`config.mk`:
```
export PLATFORM = sky130hd
export DESIGN_NAME = dual_motor_vibration_sequencer_unit_flat
export DESIGN_NICKNAME = d
export VERILOG_FILES = /design/src/rtl/core/dmvs_pkg.sv /design/src/rtl/core/dmvs_item_if.sv /design/src/rtl/core/dmvs_result_if.sv /design/src/rtl/core/dmvs_cfg_if.sv /design/src/rtl/core/dmvs_ctrl.sv /design/src/rtl/core/dmvs_datapath.sv /design/src/rtl/core/dual_motor_vibration_sequencer_unit.sv /design/src/flat_wrapper.sv
export SDC_FILE = /design/constraint.sdc
export NUM_CORES = 2
export LEC_CHECK = 0
export ABC_AREA = 1
export BUFFER_PORTS_ARGS = -buffer_cell sky130_fd_sc_hd__buf_2
export CAP_MARGIN = 0
export CELL_PAD_IN_SITES_DETAIL_PLACEMENT = 2
export CELL_PAD_IN_SITES_GLOBAL_PLACEMENT = 2
export CORE_ASPECT_RATIO = 1.4
export CORE_MARGIN = 2
export CORE_UTILIZATION = 44
export DETAILED_ROUTE_END_ITERATION = 12
export PLACE_DENSITY = 0.84
export REMOVE_ABC_BUFFERS = 1
export SLEW_MARGIN = 20
export SYNTH_ARGS = -nofsm -noshare
export SYNTH_HDL_FRONTEND = slang
export SYNTH_SLANG_ARGS = --single-unit
```
`constraint.sdc`:
```
create_clock -name clk -period 10.3 [get_ports clk]
set_clock_uncertainty 0.1 [all_clocks]
set_input_delay 2.06 -clock clk [delete_from_list [all_inputs] [get_ports clk]]
set_output_delay 2.06 -clock clk [all_outputs]
set_load 0.05 [all_outputs]
```
`src/rtl/core/dmvs_pkg.sv`:
```
// Shared types, constants and codes of the dual motor vibration sequencer.
package dmvs_pkg;

  // Motor array and pulse sizing
  localparam int MOTOR_COUNT = 2;
  localparam int MOTOR_IDX_W = (MOTOR_COUNT > 1) ? $clog2(MOTOR_COUNT) : 1;
  localparam int RIGHT_IDX   = (MOTOR_COUNT > 1) ? 1 : 0;
  localparam int PULSE_BITS  = 24;

  // Field widths
  localparam int CMD_W      = 2;
  localparam int MAG_W      = 8;
  localparam int TICK_W     = 8;
  localparam int PCT_W      = 7;
  localparam int PERIOD_W   = 24;
  localparam int PULSE_OUT_W = 24;

  // Configuration port
  localparam int CFG_INDEX_W = 8;
  localparam int CFG_DATA_W  = 24;
  localparam logic [CFG_INDEX_W-1:0] REG_PWM_PERIOD = 8'd0;
  localparam logic [CFG_INDEX_W-1:0] REG_MIN_DRIVE  = 8'd1;
  localparam logic [PERIOD_W-1:0]    PWM_PERIOD_RST = 24'd1000000;
  localparam logic [PCT_W-1:0]       MIN_DRIVE_RST  = 7'd30;

  // Percent scaling; divide by 100 as a multiply by ceil(2^37/100), then a shift.
  // Exact for every dividend below 2^37/28, which covers the 31-bit operand.
  localparam int FULL_PCT    = 100;
  localparam int DIV_W       = PERIOD_W + PCT_W;
  localparam int RECIP_W     = 31;
  localparam int RECIP_SHIFT = 37;
  localparam int PROD_W      = DIV_W + RECIP_W;
  localparam logic [RECIP_W-1:0] RECIP_100 = 31'd1374389535;

  // Command codes
  localparam logic [CMD_W-1:0] CMD_TICK  = 2'd0;
  localparam logic [CMD_W-1:0] CMD_APPLY = 2'd1;
  localparam logic [CMD_W-1:0] CMD_STOP  = 2'd2;

  typedef struct packed {
    logic [CMD_W-1:0]  command;
    logic              enable_left;
    logic              enable_right;
    logic [MAG_W-1:0]  magnitude_left;
    logic [MAG_W-1:0]  magnitude_right;
    logic [TICK_W-1:0] on_ticks;
    logic [TICK_W-1:0] gap_ticks;
    logic [TICK_W-1:0] repeat_count;
  } in_item_t;

  typedef struct packed {
    logic [PULSE_OUT_W-1:0] pulse_left;
    logic [PULSE_OUT_W-1:0] pulse_right;
    logic                   busy_left;
    logic                   busy_right;
  } out_item_t;

  typedef enum logic [2:0] {
    ST_IDLE,
    ST_EVAL,
    ST_DIV_DUTY,
    ST_START_PULSE,
    ST_DIV_PULSE,
    ST_COMMIT,
    ST_EMIT
  } ctrl_state_t;

  // Controller to datapath
  typedef struct packed {
    logic take_item;
    logic start_duty;
    logic start_pulse;
    logic div_step;
    logic commit;
    logic advance;
    logic emit;
  } ctrl_cmd_t;

  // Datapath to controller
  typedef struct packed {
    logic need_scale;
    logic last_motor;
    logic out_free;
  } dp_status_t;

endpackage

```
`src/rtl/core/dmvs_item_if.sv`:
```
// Input item channel: valid/ready handshake carrying one command item.
interface dmvs_item_if;
  import dmvs_pkg::*;
  logic     valid;
  logic     ready;
  in_item_t data;

  modport source (output valid, output data, input ready);
  modport sink (input valid, input data, output ready);
endinterface

```
`src/rtl/core/dmvs_result_if.sv`:
```
// Result channel: valid/ready handshake carrying one result item.
interface dmvs_result_if;
  import dmvs_pkg::*;
  logic      valid;
  logic      ready;
  out_item_t data;

  modport source (output valid, output data, input ready);
  modport sink (input valid, input data, output ready);
endinterface

```
`src/rtl/core/dmvs_cfg_if.sv`:
```
// Configuration write channel: valid/ready handshake with register index and data.
interface dmvs_cfg_if;
  import dmvs_pkg::*;
  logic                   valid;
  logic                   ready;
  logic [CFG_INDEX_W-1:0] index;
  logic [CFG_DATA_W-1:0]  data;

  modport source (output valid, output index, output data, input ready);
  modport sink (input valid, input index, input data, output ready);
endinterface

```
`src/rtl/core/dmvs_ctrl.sv`:
```
// Sequencing state machine: walks the motors of one item and drives the scaling unit.
module dmvs_ctrl (
  input  logic                  clk,
  input  logic                  rst,
  input  logic                  in_valid,
  output logic                  in_ready,
  input  dmvs_pkg::dp_status_t  status,
  output dmvs_pkg::ctrl_cmd_t   cmd
);
  import dmvs_pkg::*;

  ctrl_state_t state;
  ctrl_state_t state_next;

  always_ff @(posedge clk) begin
    if (rst) begin
      state <= ST_IDLE;
    end else begin
      state <= state_next;
    end
  end

  always_comb begin
    state_next = state;
    cmd        = '0;
    in_ready   = 1'b0;
    case (state)
      ST_IDLE: begin
        in_ready = 1'b1;
        if (in_valid) begin
          cmd.take_item = 1'b1;
          state_next    = ST_EVAL;
        end
      end
      ST_EVAL: begin
        if (status.need_scale) begin
          cmd.start_duty = 1'b1;
          state_next     = ST_DIV_DUTY;
        end else begin
          cmd.commit  = 1'b1;
          cmd.advance = 1'b1;
          state_next  = status.last_motor ? ST_EMIT : ST_EVAL;
        end
      end
      ST_DIV_DUTY: begin
        cmd.div_step = 1'b1;
        state_next   = ST_START_PULSE;
      end
      ST_START_PULSE: begin
        cmd.start_pulse = 1'b1;
        state_next      = ST_DIV_PULSE;
      end
      ST_DIV_PULSE: begin
        cmd.div_step = 1'b1;
        state_next   = ST_COMMIT;
      end
      ST_COMMIT: begin
        cmd.commit  = 1'b1;
        cmd.advance = 1'b1;
        state_next  = status.last_motor ? ST_EMIT : ST_EVAL;
      end
      ST_EMIT: begin
        if (status.out_free) begin
          cmd.emit   = 1'b1;
          state_next = ST_IDLE;
        end
      end
      default: begin
        state_next = ST_IDLE;
      end
    endcase
  end

endmodule

```
`src/rtl/core/dmvs_datapath.sv`:
```
// Motor state, configuration registers, pulse scaling unit and result register.
module dmvs_datapath (
  input  logic                               clk,
  input  logic                               rst,
  input  dmvs_pkg::in_item_t                 in_data,
  input  logic                               cfg_we,
  input  logic [dmvs_pkg::CFG_INDEX_W-1:0]   cfg_index,
  input  logic [dmvs_pkg::CFG_DATA_W-1:0]    cfg_data,
  input  dmvs_pkg::ctrl_cmd_t                cmd,
  output dmvs_pkg::dp_status_t               status,
  output logic                               out_valid,
  input  logic                               out_ready,
  output dmvs_pkg::out_item_t                out_data
);
  import dmvs_pkg::*;

  // Configuration
  logic [PERIOD_W-1:0] pwm_period;
  logic [PCT_W-1:0]    min_drive;

  // Held item and motor pointer
  in_item_t               item;
  logic [MOTOR_IDX_W-1:0] idx;

  // Per-motor state
  logic [MOTOR_COUNT-1:0] armed;
  logic [MOTOR_COUNT-1:0] motor_on;
  logic [TICK_W-1:0]      ticks_left     [MOTOR_COUNT];
  logic [TICK_W-1:0]      loops_done     [MOTOR_COUNT];
  logic [PCT_W-1:0]       held_magnitude [MOTOR_COUNT];
  logic [TICK_W-1:0]      held_on_ticks  [MOTOR_COUNT];
  logic [TICK_W-1:0]      held_gap_ticks [MOTOR_COUNT];
  logic [TICK_W-1:0]      held_repeats   [MOTOR_COUNT];
  logic [PULSE_BITS-1:0]  pulse_width    [MOTOR_COUNT];

  // Divide-by-100 unit: one reciprocal multiply per step
  logic [DIV_W-1:0]  dv;
  logic [PROD_W-1:0] recip_prod;

  logic [PCT_W-1:0]  min_clamped;
  logic [PCT_W-1:0]  duty;
  logic [2*PCT_W-1:0] duty_prod;
  logic [DIV_W-1:0]  pulse_prod;
  logic              en_sel;
  logic [MAG_W-1:0]  mag_sel;
  logic [PCT_W-1:0]  mag_clamped;
  logic              tick_expire;

  always_comb begin
    min_clamped = (min_drive > PCT_W'(FULL_PCT)) ? PCT_W'(FULL_PCT) : min_drive;
    duty_prod   = (2*PCT_W)'(held_magnitude[idx]) *
                  (2*PCT_W)'(PCT_W'(FULL_PCT) - min_clamped);
    duty        = min_clamped + dv[PCT_W-1:0];
    pulse_prod  = DIV_W'(pwm_period) * DIV_W'(duty);
    recip_prod  = PROD_W'(dv) * PROD_W'(RECIP_100);

    en_sel  = 1'b0;
    mag_sel = '0;
    if (idx == MOTOR_IDX_W'(0)) begin
      en_sel  = item.enable_left;
      mag_sel = item.magnitude_left;
    end else if ((MOTOR_COUNT > 1) && (idx == MOTOR_IDX_W'(RIGHT_IDX))) begin
      en_sel  = item.enable_right;
      mag_sel = item.magnitude_right;
    end
    mag_clamped = (mag_sel > MAG_W'(FULL_PCT)) ? PCT_W'(FULL_PCT) : mag_sel[PCT_W-1:0];

    tick_expire = armed[idx] && (ticks_left[idx] <= TICK_W'(1));

    status.need_scale = (item.command == CMD_TICK) && tick_expire && !motor_on[idx];
    status.last_motor = (idx == MOTOR_IDX_W'(MOTOR_COUNT - 1));
    status.out_free   = !out_valid || out_ready;
  end

  // Configuration registers
  always_ff @(posedge clk) begin
    if (rst) begin
      pwm_period <= PWM_PERIOD_RST;
      min_drive  <= MIN_DRIVE_RST;
    end else if (cfg_we) begin
      if (cfg_index == REG_PWM_PERIOD) begin
        pwm_period <= cfg_data[PERIOD_W-1:0];
      end else if (cfg_index == REG_MIN_DRIVE) begin
        min_drive <= cfg_data[PCT_W-1:0];
      end
    end
  end

  // Item capture and divider
  always_ff @(posedge clk) begin
    if (cmd.take_item) begin
      item <= in_data;
    end
    if (cmd.start_duty) begin
      dv <= DIV_W'(duty_prod);
    end else if (cmd.start_pulse) begin
      dv <= pulse_prod;
    end else if (cmd.div_step) begin
      dv <= DIV_W'(recip_prod[PROD_W-1:RECIP_SHIFT]);
    end
  end

  always_ff @(posedge clk) begin
    if (rst) begin
      idx <= '0;
    end else if (cmd.take_item) begin
      idx <= '0;
    end else if (cmd.advance && !status.last_motor) begin
      idx <= idx + MOTOR_IDX_W'(1);
    end
  end

  // Motor sequencer update, one motor per commit
  always_ff @(posedge clk) begin
    if (rst) begin
      armed    <= '0;
      motor_on <= '0;
      for (int m = 0; m < MOTOR_COUNT; m++) begin
        ticks_left[m]  <= '0;
        loops_done[m]  <= '0;
        pulse_width[m] <= '0;
      end
    end else if (cmd.commit) begin
      case (item.command)
        CMD_TICK: begin
          if (tick_expire) begin
            if (!motor_on[idx]) begin
              pulse_width[idx] <= (held_magnitude[idx] == '0) ? '0 : PULSE_BITS'(dv);
              motor_on[idx]    <= 1'b1;
              ticks_left[idx]  <= held_on_ticks[idx];
            end else begin
              pulse_width[idx] <= '0;
              motor_on[idx]    <= 1'b0;
              if (loops_done[idx] == held_repeats[idx]) begin
                armed[idx]      <= 1'b0;
                ticks_left[idx] <= '0;
              end else begin
                loops_done[idx] <= loops_done[idx] + TICK_W'(1);
                ticks_left[idx] <= held_gap_ticks[idx];
              end
            end
          end else if (armed[idx]) begin
            ticks_left[idx] <= ticks_left[idx] - TICK_W'(1);
          end
        end
        CMD_APPLY: begin
          if (en_sel) begin
            loops_done[idx]  <= '0;
            motor_on[idx]    <= 1'b0;
            pulse_width[idx] <= '0;
            armed[idx]       <= (mag_clamped != '0);
            ticks_left[idx]  <= (mag_clamped != '0) ? item.gap_ticks : '0;
          end
        end
        CMD_STOP: begin
          loops_done[idx]  <= '0;
          motor_on[idx]    <= 1'b0;
          armed[idx]       <= 1'b0;
          ticks_left[idx]  <= '0;
          pulse_width[idx] <= '0;
        end
        default: begin
        end
      endcase
    end
  end

  // Latched sequence settings; only read while armed
  always_ff @(posedge clk) begin
    if (cmd.commit && (item.command == CMD_APPLY) && en_sel) begin
      held_magnitude[idx] <= mag_clamped;
      held_on_ticks[idx]  <= item.on_ticks;
      held_gap_ticks[idx] <= item.gap_ticks;
      held_repeats[idx]   <= item.repeat_count;
    end
  end

  // Result register
  always_ff @(posedge clk) begin
    if (rst) begin
      out_valid <= 1'b0;
    end else if (cmd.emit) begin
      out_valid <= 1'b1;
    end else if (out_ready) begin
      out_valid <= 1'b0;
    end
  end

  always_ff @(posedge clk) begin
    if (cmd.emit) begin
      out_data.pulse_left  <= PULSE_OUT_W'(pulse_width[0]);
      out_data.busy_left   <= armed[0];
      out_data.pulse_right <= (MOTOR_COUNT > 1) ? PULSE_OUT_W'(pulse_width[RIGHT_IDX]) : '0;
      out_data.busy_right  <= (MOTOR_COUNT > 1) ? armed[RIGHT_IDX] : 1'b0;
    end
  end

endmodule

```
`src/rtl/core/dual_motor_vibration_sequencer_unit.sv`:
```
// Top level of the dual motor vibration sequencer: controller, datapath and channel wiring.
module dual_motor_vibration_sequencer_unit (
  input logic        clk,
  input logic        rst,
  dmvs_item_if.sink   item_ch,
  dmvs_result_if.source result_ch,
  dmvs_cfg_if.sink    cfg_ch
);
  // Each input item is a tick, an apply command or a stop command, and
  // yields exactly one result holding both motors' pulse width and busy flag
  // after the item took effect. The result is loaded after the controller has
  // walked every motor, and the next item can be taken once it is loaded.
  // For every motor that turns on in a tick, the turn-on pulse width
  // period*(min + pct*(100-min)/100)/100 runs twice through one shared
  // divide-by-100 unit (a reciprocal multiply), each pass first loading the
  // product and then dividing it. A new item is taken only after the previous
  // one has finished; its result may still sit in the output register waiting
  // for the sink, and the next item then holds its own result back until that
  // register is free. Configuration writes are always accepted (ready stays
  // high) and must only be issued while no item is in flight; the pulse width
  // uses the register values in force when a motor turns on.
  import dmvs_pkg::*;

  ctrl_cmd_t  cmd;
  dp_status_t status;

  assign cfg_ch.ready = 1'b1;

  dmvs_ctrl u_ctrl (
    .clk      (clk),
    .rst      (rst),
    .in_valid (item_ch.valid),
    .in_ready (item_ch.ready),
    .status   (status),
    .cmd      (cmd)
  );

  // Hold the configuration, motor state and result register; walk one motor per commit
  dmvs_datapath u_datapath (
    .clk       (clk),
    .rst       (rst),
    .in_data   (item_ch.data),
    .cfg_we    (cfg_ch.valid),
    .cfg_index (cfg_ch.index),
    .cfg_data  (cfg_ch.data),
    .cmd       (cmd),
    .status    (status),
    .out_valid (result_ch.valid),
    .out_ready (result_ch.ready),
    .out_data  (result_ch.data)
  );

`ifndef SYNTHESIS
  // One item at a time: after a transfer the input side stays closed
  a_one_in_flight: assert property (@(posedge clk) disable iff (rst)
    (item_ch.valid && item_ch.ready) |=> !item_ch.ready)
    else $error("input accepted while an item is in flight");

  // Never overwrite a result the sink has not taken
  a_emit_free: assert property (@(posedge clk) disable iff (rst)
    cmd.emit |-> (!result_ch.valid || result_ch.ready))
    else $error("result register overwritten");

  // A motor that is not armed cannot be driving a pulse
  a_idle_left: assert property (@(posedge clk) disable iff (rst)
    result_ch.valid |-> (result_ch.data.busy_left || (result_ch.data.pulse_left == '0)))
    else $error("left pulse nonzero while idle");

  a_idle_right: assert property (@(posedge clk) disable iff (rst)
    result_ch.valid |-> (result_ch.data.busy_right || (result_ch.data.pulse_right == '0)))
    else $error("right pulse nonzero while idle");
`endif

endmodule

```
`src/flat_wrapper.sv`:
```
// flat-port wrapper written by rule: the top's interface ports become plain ports
module dual_motor_vibration_sequencer_unit_flat import dmvs_pkg::*;
  (clk, rst, item_ch_valid, item_ch_data, item_ch_ready, result_ch_valid, result_ch_data, result_ch_ready, cfg_ch_valid, cfg_ch_index, cfg_ch_data, cfg_ch_ready);
  dmvs_item_if item_ch_i ();
  dmvs_result_if result_ch_i ();
  dmvs_cfg_if cfg_ch_i ();
  input logic clk;
  input logic rst;
  input wire logic [$bits(item_ch_i.valid)-1:0] item_ch_valid;
  input wire logic [$bits(item_ch_i.data)-1:0] item_ch_data;
  output wire logic [$bits(item_ch_i.ready)-1:0] item_ch_ready;
  output wire logic [$bits(result_ch_i.valid)-1:0] result_ch_valid;
  output wire logic [$bits(result_ch_i.data)-1:0] result_ch_data;
  input wire logic [$bits(result_ch_i.ready)-1:0] result_ch_ready;
  input wire logic [$bits(cfg_ch_i.valid)-1:0] cfg_ch_valid;
  input wire logic [$bits(cfg_ch_i.index)-1:0] cfg_ch_index;
  input wire logic [$bits(cfg_ch_i.data)-1:0] cfg_ch_data;
  output wire logic [$bits(cfg_ch_i.ready)-1:0] cfg_ch_ready;
  assign item_ch_i.valid = item_ch_valid;
  assign item_ch_i.data = item_ch_data;
  assign item_ch_ready = item_ch_i.ready;
  assign result_ch_valid = result_ch_i.valid;
  assign result_ch_data = result_ch_i.data;
  assign result_ch_i.ready = result_ch_ready;
  assign cfg_ch_i.valid = cfg_ch_valid;
  assign cfg_ch_i.index = cfg_ch_index;
  assign cfg_ch_i.data = cfg_ch_data;
  assign cfg_ch_ready = cfg_ch_i.ready;
  dual_motor_vibration_sequencer_unit u_core (.clk(clk), .rst(rst), .item_ch(item_ch_i), .result_ch(result_ch_i), .cfg_ch(cfg_ch_i));
endmodule
```
# After elaboration in Yosys (flattened, before gate mapping)
# Memories as Yosys holds them, arrays and structs flattened. A register that Yosys moved wholly into a read port is not among the register bits.
# Cells that the tools add are included.
[word_totals] regBits=117 latch_bits=0 ramBits=142 rom_bits=0 in_bits=81 output_inout_bits=53 n_memories=7
[memory_table] name="u_core.u_datapath.pulse_width" depth=2 word_bits=24 rd=2 rd_clocked_by_memory_dff=2 write_ports=2 line_no="dmvs_datapath.sv:34" text="logic [PULSE_BITS-1:0] pulse_width [MOTOR_COUNT];"
[memory_table] name="u_core.u_datapath.held_gap_ticks" depth=2 word_bits=8 rd=1 rd_clocked_by_memory_dff=1 write_ports=1 line_no="dmvs_datapath.sv:32" text="logic [TICK_W-1:0] held_gap_ticks [MOTOR_COUNT];"
[memory_table] name="u_core.u_datapath.held_on_ticks" depth=2 word_bits=8 rd=1 rd_clocked_by_memory_dff=1 write_ports=1 line_no="dmvs_datapath.sv:31" text="logic [TICK_W-1:0] held_on_ticks [MOTOR_COUNT];"
[memory_table] name="u_core.u_datapath.held_repeats" depth=2 word_bits=8 rd=1 rd_clocked_by_memory_dff=1 write_ports=1 line_no="dmvs_datapath.sv:33" text="logic [TICK_W-1:0] held_repeats [MOTOR_COUNT];"
[memory_table] name="u_core.u_datapath.loops_done" depth=2 word_bits=8 rd=1 rd_clocked_by_memory_dff=1 write_ports=2 line_no="dmvs_datapath.sv:29" text="logic [TICK_W-1:0] loops_done [MOTOR_COUNT];"
[memory_table] name="u_core.u_datapath.ticks_left" depth=2 word_bits=8 rd=1 rd_clocked_by_memory_dff=1 write_ports=2 line_no="dmvs_datapath.sv:28" text="logic [TICK_W-1:0] ticks_left [MOTOR_COUNT];"
[memory_table] name="1 more memories"
[classes] add_sub_neg=5 mul=3 div_mod_pow=0 magnitude_cmp=5 eq_ne=16 shift=0 n_mux=119 bitwise_logic=15 n_reduce_logical=30
[op_table] op="$mux W24" count=5
[op_table] op="$mux W8" count=11
[op_table] op="$mux W1" count=80
[op_table] op="$mul A31 B31 Y62 const B" count=1
[op_table] op="$mux W31" count=2
[op_table] op="$mul A24 B7 Y31" count=1
[op_table] op="$reduce_or A24 Y1" count=1
[op_table] op="$pmux W3 S7" count=1
[op_table] op="$mux W2" count=8
[op_table] op="$reduce_or A8 Y1" count=2
[op_table] op="$mul A8 B8 Y14" count=1
[op_table] op="$mux W14" count=1
[op_table] op="$mux W7" count=2
[op_table] op="$mux W3" count=4
[op_table] op="$pmux W2 S3" count=2
[op_table] op="$or A1 B1 Y1" count=10
[op_table] op="$eq A3 B3 Y1 const B" count=3
[op_table] op="$add A8 B1 Y8 const B" count=1
[op_table] op="$eq A8 B1 Y1 const B" count=1
[op_table] op="$eq A8 B8 Y1" count=1
[op_table] op="$gt A8 B7 Y1 const B" count=1
[op_table] op="$le A8 B1 Y1 const B" count=1
[op_table] op="$logic_not A8 Y1" count=1
[op_table] op="$sub A7 B7 Y8 const A" count=1
[op_table] op="33 further kinds" count=51

# Depth between registers and ports, before layout
[logic_depth] depth_word=17 ltp_mapped=40

# Hierarchy
# Synthesis repeated with hierarchy kept, for this count alone.
[hier_totals] cells_unflattened=4632 hier_area_um2=39052.5
[by_module_without_submodules] mod="dmvs_datapath" instances=1 cells_each=4583 area_per_inst_um2=38780.9 seq_area_each_um2=8608.3
[by_module_without_submodules] mod="dmvs_ctrl" instances=1 cells_each=47 area_per_inst_um2=260.2 seq_area_each_um2=60.1
[by_module_without_submodules] mod="dual_motor_vibration_sequencer_unit" instances=1 cells_each=2 area_per_inst_um2=11.3 seq_area_each_um2=0.0

# Least setup slack after synthesis
# No wires, ideal clock.
[synth_timing] kind="register to register" start="reg u_core.u_datapath.min_drive[1]" end="reg u_core.u_datapath.dv[28]" setup_time_ns=0.121 arrival_time_ns=5.970 required_ns=10.079 slack_ns=4.109 path_stages_with_launch=41 path_buffers=1 synth_period_minus_slack_ns=6.191 path_cell_list="dfxtp_1 inv_1 a21oi_1 inv_1 nand2_1 nand2_1 inv_1 nor2_1 ha_1 fa_1 a21oi_1 nor2_1 o21ai_0 nand2_1 a21oi_1 nand2_1 nand2_1 clkbuf_1 (+5 left out) fa_1 inv_1 fa_1 inv_1 ha_1 nand2_1 inv_1 nand2_1 nor2_1 nand4_1 nand3_1 nand2_1 nand2_1 nand2_1 nand2_1 nand2_1 nand2_1 o21ai_0"
[synth_between] elab_chain_cells=5
[synth_lines] item="start, declared" line_no="dmvs_datapath.sv:19" text="logic [PCT_W-1:0] min_drive;"
[synth_lines] item="start signal, assigned" line_no="dmvs_datapath.sv:84" text="min_drive <= cfg_data[PCT_W-1:0];"
[synth_lines] item="$gt A7 B7 Y1" line_no="dmvs_datapath.sv:50" text="min_clamped = (min_drive > PCT_W'(FULL_PCT)) ? PCT_W'(FULL_PCT) : min_drive;"
[synth_lines] item="$mux W7 (*)" line_no="dmvs_datapath.sv:50"
[synth_lines] item="$add A7 B7 Y7 (*)" line_no="dmvs_datapath.sv:53" text="duty = min_clamped + dv[PCT_W-1:0];"
[synth_lines] item="$mul A24 B7 Y31 (*)" line_no="dmvs_datapath.sv:54" text="pulse_prod = DIV_W'(pwm_period) * DIV_W'(duty);"
[synth_lines] item="$mux W31 (*)" line_no="dmvs_datapath.sv:96" text="end else if (cmd.start_pulse) begin"
[synth_lines] item="end signal, assigned" line_no="dmvs_datapath.sv:95" text="dv <= DIV_W'(duty_prod);"
[synth_lines] item="end signal, assigned" line_no="dmvs_datapath.sv:97" text="dv <= pulse_prod;"
[synth_lines] item="end signal, assigned" line_no="dmvs_datapath.sv:99" text="dv <= DIV_W'(recip_prod[PROD_W-1:RECIP_SHIFT]);"
[synth_lines] item="end, declared" line_no="dmvs_datapath.sv:37" text="logic [DIV_W-1:0] dv;"
# Mark *: on every way between the ends. The rest lies on a longest branch, timed or not.
# A chain may end at the register's enable or synchronous reset.

# Final worst setup path
[layout_timing] start="reg u_core.u_datapath.dv[8]" end="reg u_core.u_datapath.dv[11], data pin"
[layout_between] elab_chain_cells=4
[layout_lines] item="$mul A31 B31 Y62" line_no="dmvs_datapath.sv:55" text="recip_prod = PROD_W'(dv) * PROD_W'(RECIP_100);"
[layout_lines] item="$mux W31" line_no="dmvs_datapath.sv:98" text="end else if (cmd.div_step) begin"
[layout_lines] item="$mux W31" line_no="dmvs_datapath.sv:96"
[layout_lines] item="$mux W14" line_no="dmvs_datapath.sv:94" text="if (cmd.start_duty) begin"
# No other way between the ends. The select of a mux whose other input is x is not followed.

==> results_dict.tcl <==
set metrics [dict create \
    synth_cell_type_count 57 \
    critPathMostFrequentCell "fa_1" \
    port_buffers 132 \
    drtIter0Drc 1395 \
    cts_buffers 36 \
    dieArea_um2 88400 \
    num_io_pins 134 \
    path_cells "fa_1 -> ha_1 -> fa_1 -> inv_1 -> fa_1 -> fa_1 -> fa_1 -> inv_1 -> fa_1 -> fa_1 -> ha_1 -> nand2_1 -> inv_1 -> nand2_1 -> nor2_1 -> nand2_1 -> nor3_1 -> nand2_1 -> nand4_1 -> nand3_1 -> a21oi_1" \
    grt_max_degree 57 \
    nets 5549 \
    path_class "reg -> reg" \
    final-hold-violation-count 0 \
    clock_latency_ns 0.60 \
    wl_per_cell_um 27.4 \
    via_per_inst 5.50 \
    syn_area_um2 37800 \
    async_flop_share_pct 0 \
    start_kind "flop" \
    h-tree-depth 2 \
    fmax_mhz 125 \
    yosysWarnings 0 \
    cts_max_path_buffers 3 \
    tightest_slew_ns 1.09 \
    die_y_um 351 \
    dr.pass1.iters 5 \
    dp_hpwl_mm 128 \
    drc 0 \
    end_kind "flop" \
    synth_edf_count 250 \
    cts_setup_buffers 0 \
    grt_overflow 0 \
    slew_headroom_pct 27.1 \
    synthFlopType "edfxtp_1" \
    fin_crit_sh_pct 78.0 \
    status "finished, final reports clean" \
    grt_pass1_vias 36800 \
    rows 127 \
    worstRegToRegCells 21 \
    yosysSeqAreaShare_pct 22.9 \
    cts_tree "done" \
    gp_congestion 1.02 \
    drv_cap 0 \
    finalCriticalPeriod_ns 8.03 \
    cts_sinks 308 \
    slowest_stage "edfxtp_1" \
    drive_gt1_share_pct 6.21 \
    layout_commonest_cell "inv_1" \
    synth.area.top_cells "fa_1 (27%), edfxtp_1 (20%), ha_1 (16%)" \
    diodes 0 \
    holdPathEnd "result_ch_data[19]" \
    reg2reg_from "u_core.u_datapath.dv[8]" \
    fp.dieW_um 252 \
    path_clk_slew_ns 0.07 \
    final_cell_mix "inv_1 (1036), nand2_1 (821), fa_1 (516), ha_1 (485), nor2_1 (395)" \
    ant_nets 0 \
    nFillCells 9476 \
    min-delay-path-class "reg -> reg" \
    fp.coreArea_um2 85500 \
    initial_utilization_pct 44.2 \
    cts_hold_buf 0 \
    r2r_setup_slack_ns 2.27 \
    routed_wl_mm 153 \
    synth_top_cell_by_area "fa_1" \
    ys_ff_latch 308 \
    synth_top_area_share_pct 27.3 \
    cts_resized 0 \
    reg2reg_to "u_core.u_datapath.dv[11]" \
    drv_slew 0 \
    grtUsageTotal_pct 35.4 \
    area_growth_pct 8.59 \
    cp_num_buf_inv 3 \
    tns_ns 0 \
    grt_pass1_wl_mm 230 \
    cp.arrival_ns 8.24 \
    vias 30800 \
    syn_avg_cell_area_um2 8.76 \
    path_delay_family "adder cells" \
    clk_root_buffer_cell "clkbuf_16" \
    rsz0062_at_grt "no" \
    cpPeakStageDelay_ns 1.03 \
    min-delay-start "u_core.u_datapath.pulse_width[1][17]" \
    hold-path-cell-count 0 \
    synth_cells 4320 \
    worst_ep_required_time_ns 10.51 \
    antenna_found_initial 2 \
    setup_violations 0 \
    crit_fanout 11 \
]
[routing by layer]
layer / part of all wire [%] / GRT usage, % / vias up
met4: 9.3 / 27.4 / 2
met3: 4.1 / 5.62 / 556
met2: 53 / 65.8 / 905
met1: 34 / 35.1 / 15700
met5: 0.017 / 0 / -
li1: - / - / 13600
[per-stage QoR]
stage	utilization [%]	setup WS, ns	hold WS (ns)	instance area (µm²)	instances
2_1_floorplan	-	4.12	0.300	37600	4269
3_3_place_gp	46.6	2.64	0.301	39800	5524
3_5_place_dp	46.6	2.39	0.306	39900	5525
4_1_cts	48.0	2.35	0.322	41100	5591
5_1_grt	48.0	1.78	0.329	41100	5591
6_report	48.0	2.27	0.326	41100	5591
[state kept, by name, summed over array words and instances, names as in the netlist, 3 cells and up, named ones only]
signal / flops
result_ch_data: 48
u_core.u_ctrl.state: 3
u_core.u_datapath.dv: 31
u_core.u_datapath.held_gap_ticks: 16
u_core.u_datapath.held_magnitude: 14
u_core.u_datapath.held_on_ticks: 16
u_core.u_datapath.held_repeats: 16
u_core.u_datapath.item: 44
u_core.u_datapath.loops_done: 16
u_core.u_datapath.min_drive: 7
u_core.u_datapath.pulse_width: 48
u_core.u_datapath.pwm_period: 24
u_core.u_datapath.ticks_left: 16
[synth_stat cells (all sizes together), types with 16 or more instances]
library cell  count
inv            1044
nand2           835
fa              516
ha              485
nor2            404
edfxtp          250
a21oi           177
o21ai           169
nand3           132
dfxtp            58
clkbuf           32
nor3             29
buf              25
nand4            23
or2              21
xor2             18
o211ai           16
xnor2            16
[worst max-delay path by stage]
stage,endpoint,slack [ns],cells past startpoint,from
floorplan,u_core.u_datapath.dv[24],4.12,37,u_core.u_datapath.min_drive[1]
global placement,u_core.u_datapath.dv[11],2.64,19,u_core.u_datapath.dv[14]
detailed placement,u_core.u_datapath.dv[26],2.39,36,u_core.u_datapath.min_drive[2]
CTS,u_core.u_datapath.dv[26],2.35,36,u_core.u_datapath.min_drive[2]
global route,u_core.u_datapath.dv[26],1.78,36,u_core.u_datapath.min_drive[1]
finish,u_core.u_datapath.dv[11],2.27,21,u_core.u_datapath.dv[8]
[area by class of cell]
cell class                      instances  area, µm²  share of cell area, %
Clock inverter                         25        287                  0.698
Clock buffer                           41        920                   2.24
Multi-Input combinational cell       2915      25000                   60.9
Tap cell                             1096       1370                   3.34
Inverter                             1046       3930                   9.57
Timing Repair Buffer                  160        891                   2.17
Sequential cell                       308       8670                   21.1
[cell families after synthesis]
group	after synthesis	synth area share, %
AOI/OAI and AO/OA	408	5.89
xor gates and xnor gates	35	0.847
adders and majority gates	1001	43.4
buffers and inverters	1103	11.1
DFF	308	22.9
muxes	2	0.0529
other	2	0.0199
and+or+nand+nor	1461	15.8
Power is not shown: default switching activity piles up to over one toggle a cycle in this logic, so the estimate is an artifact.
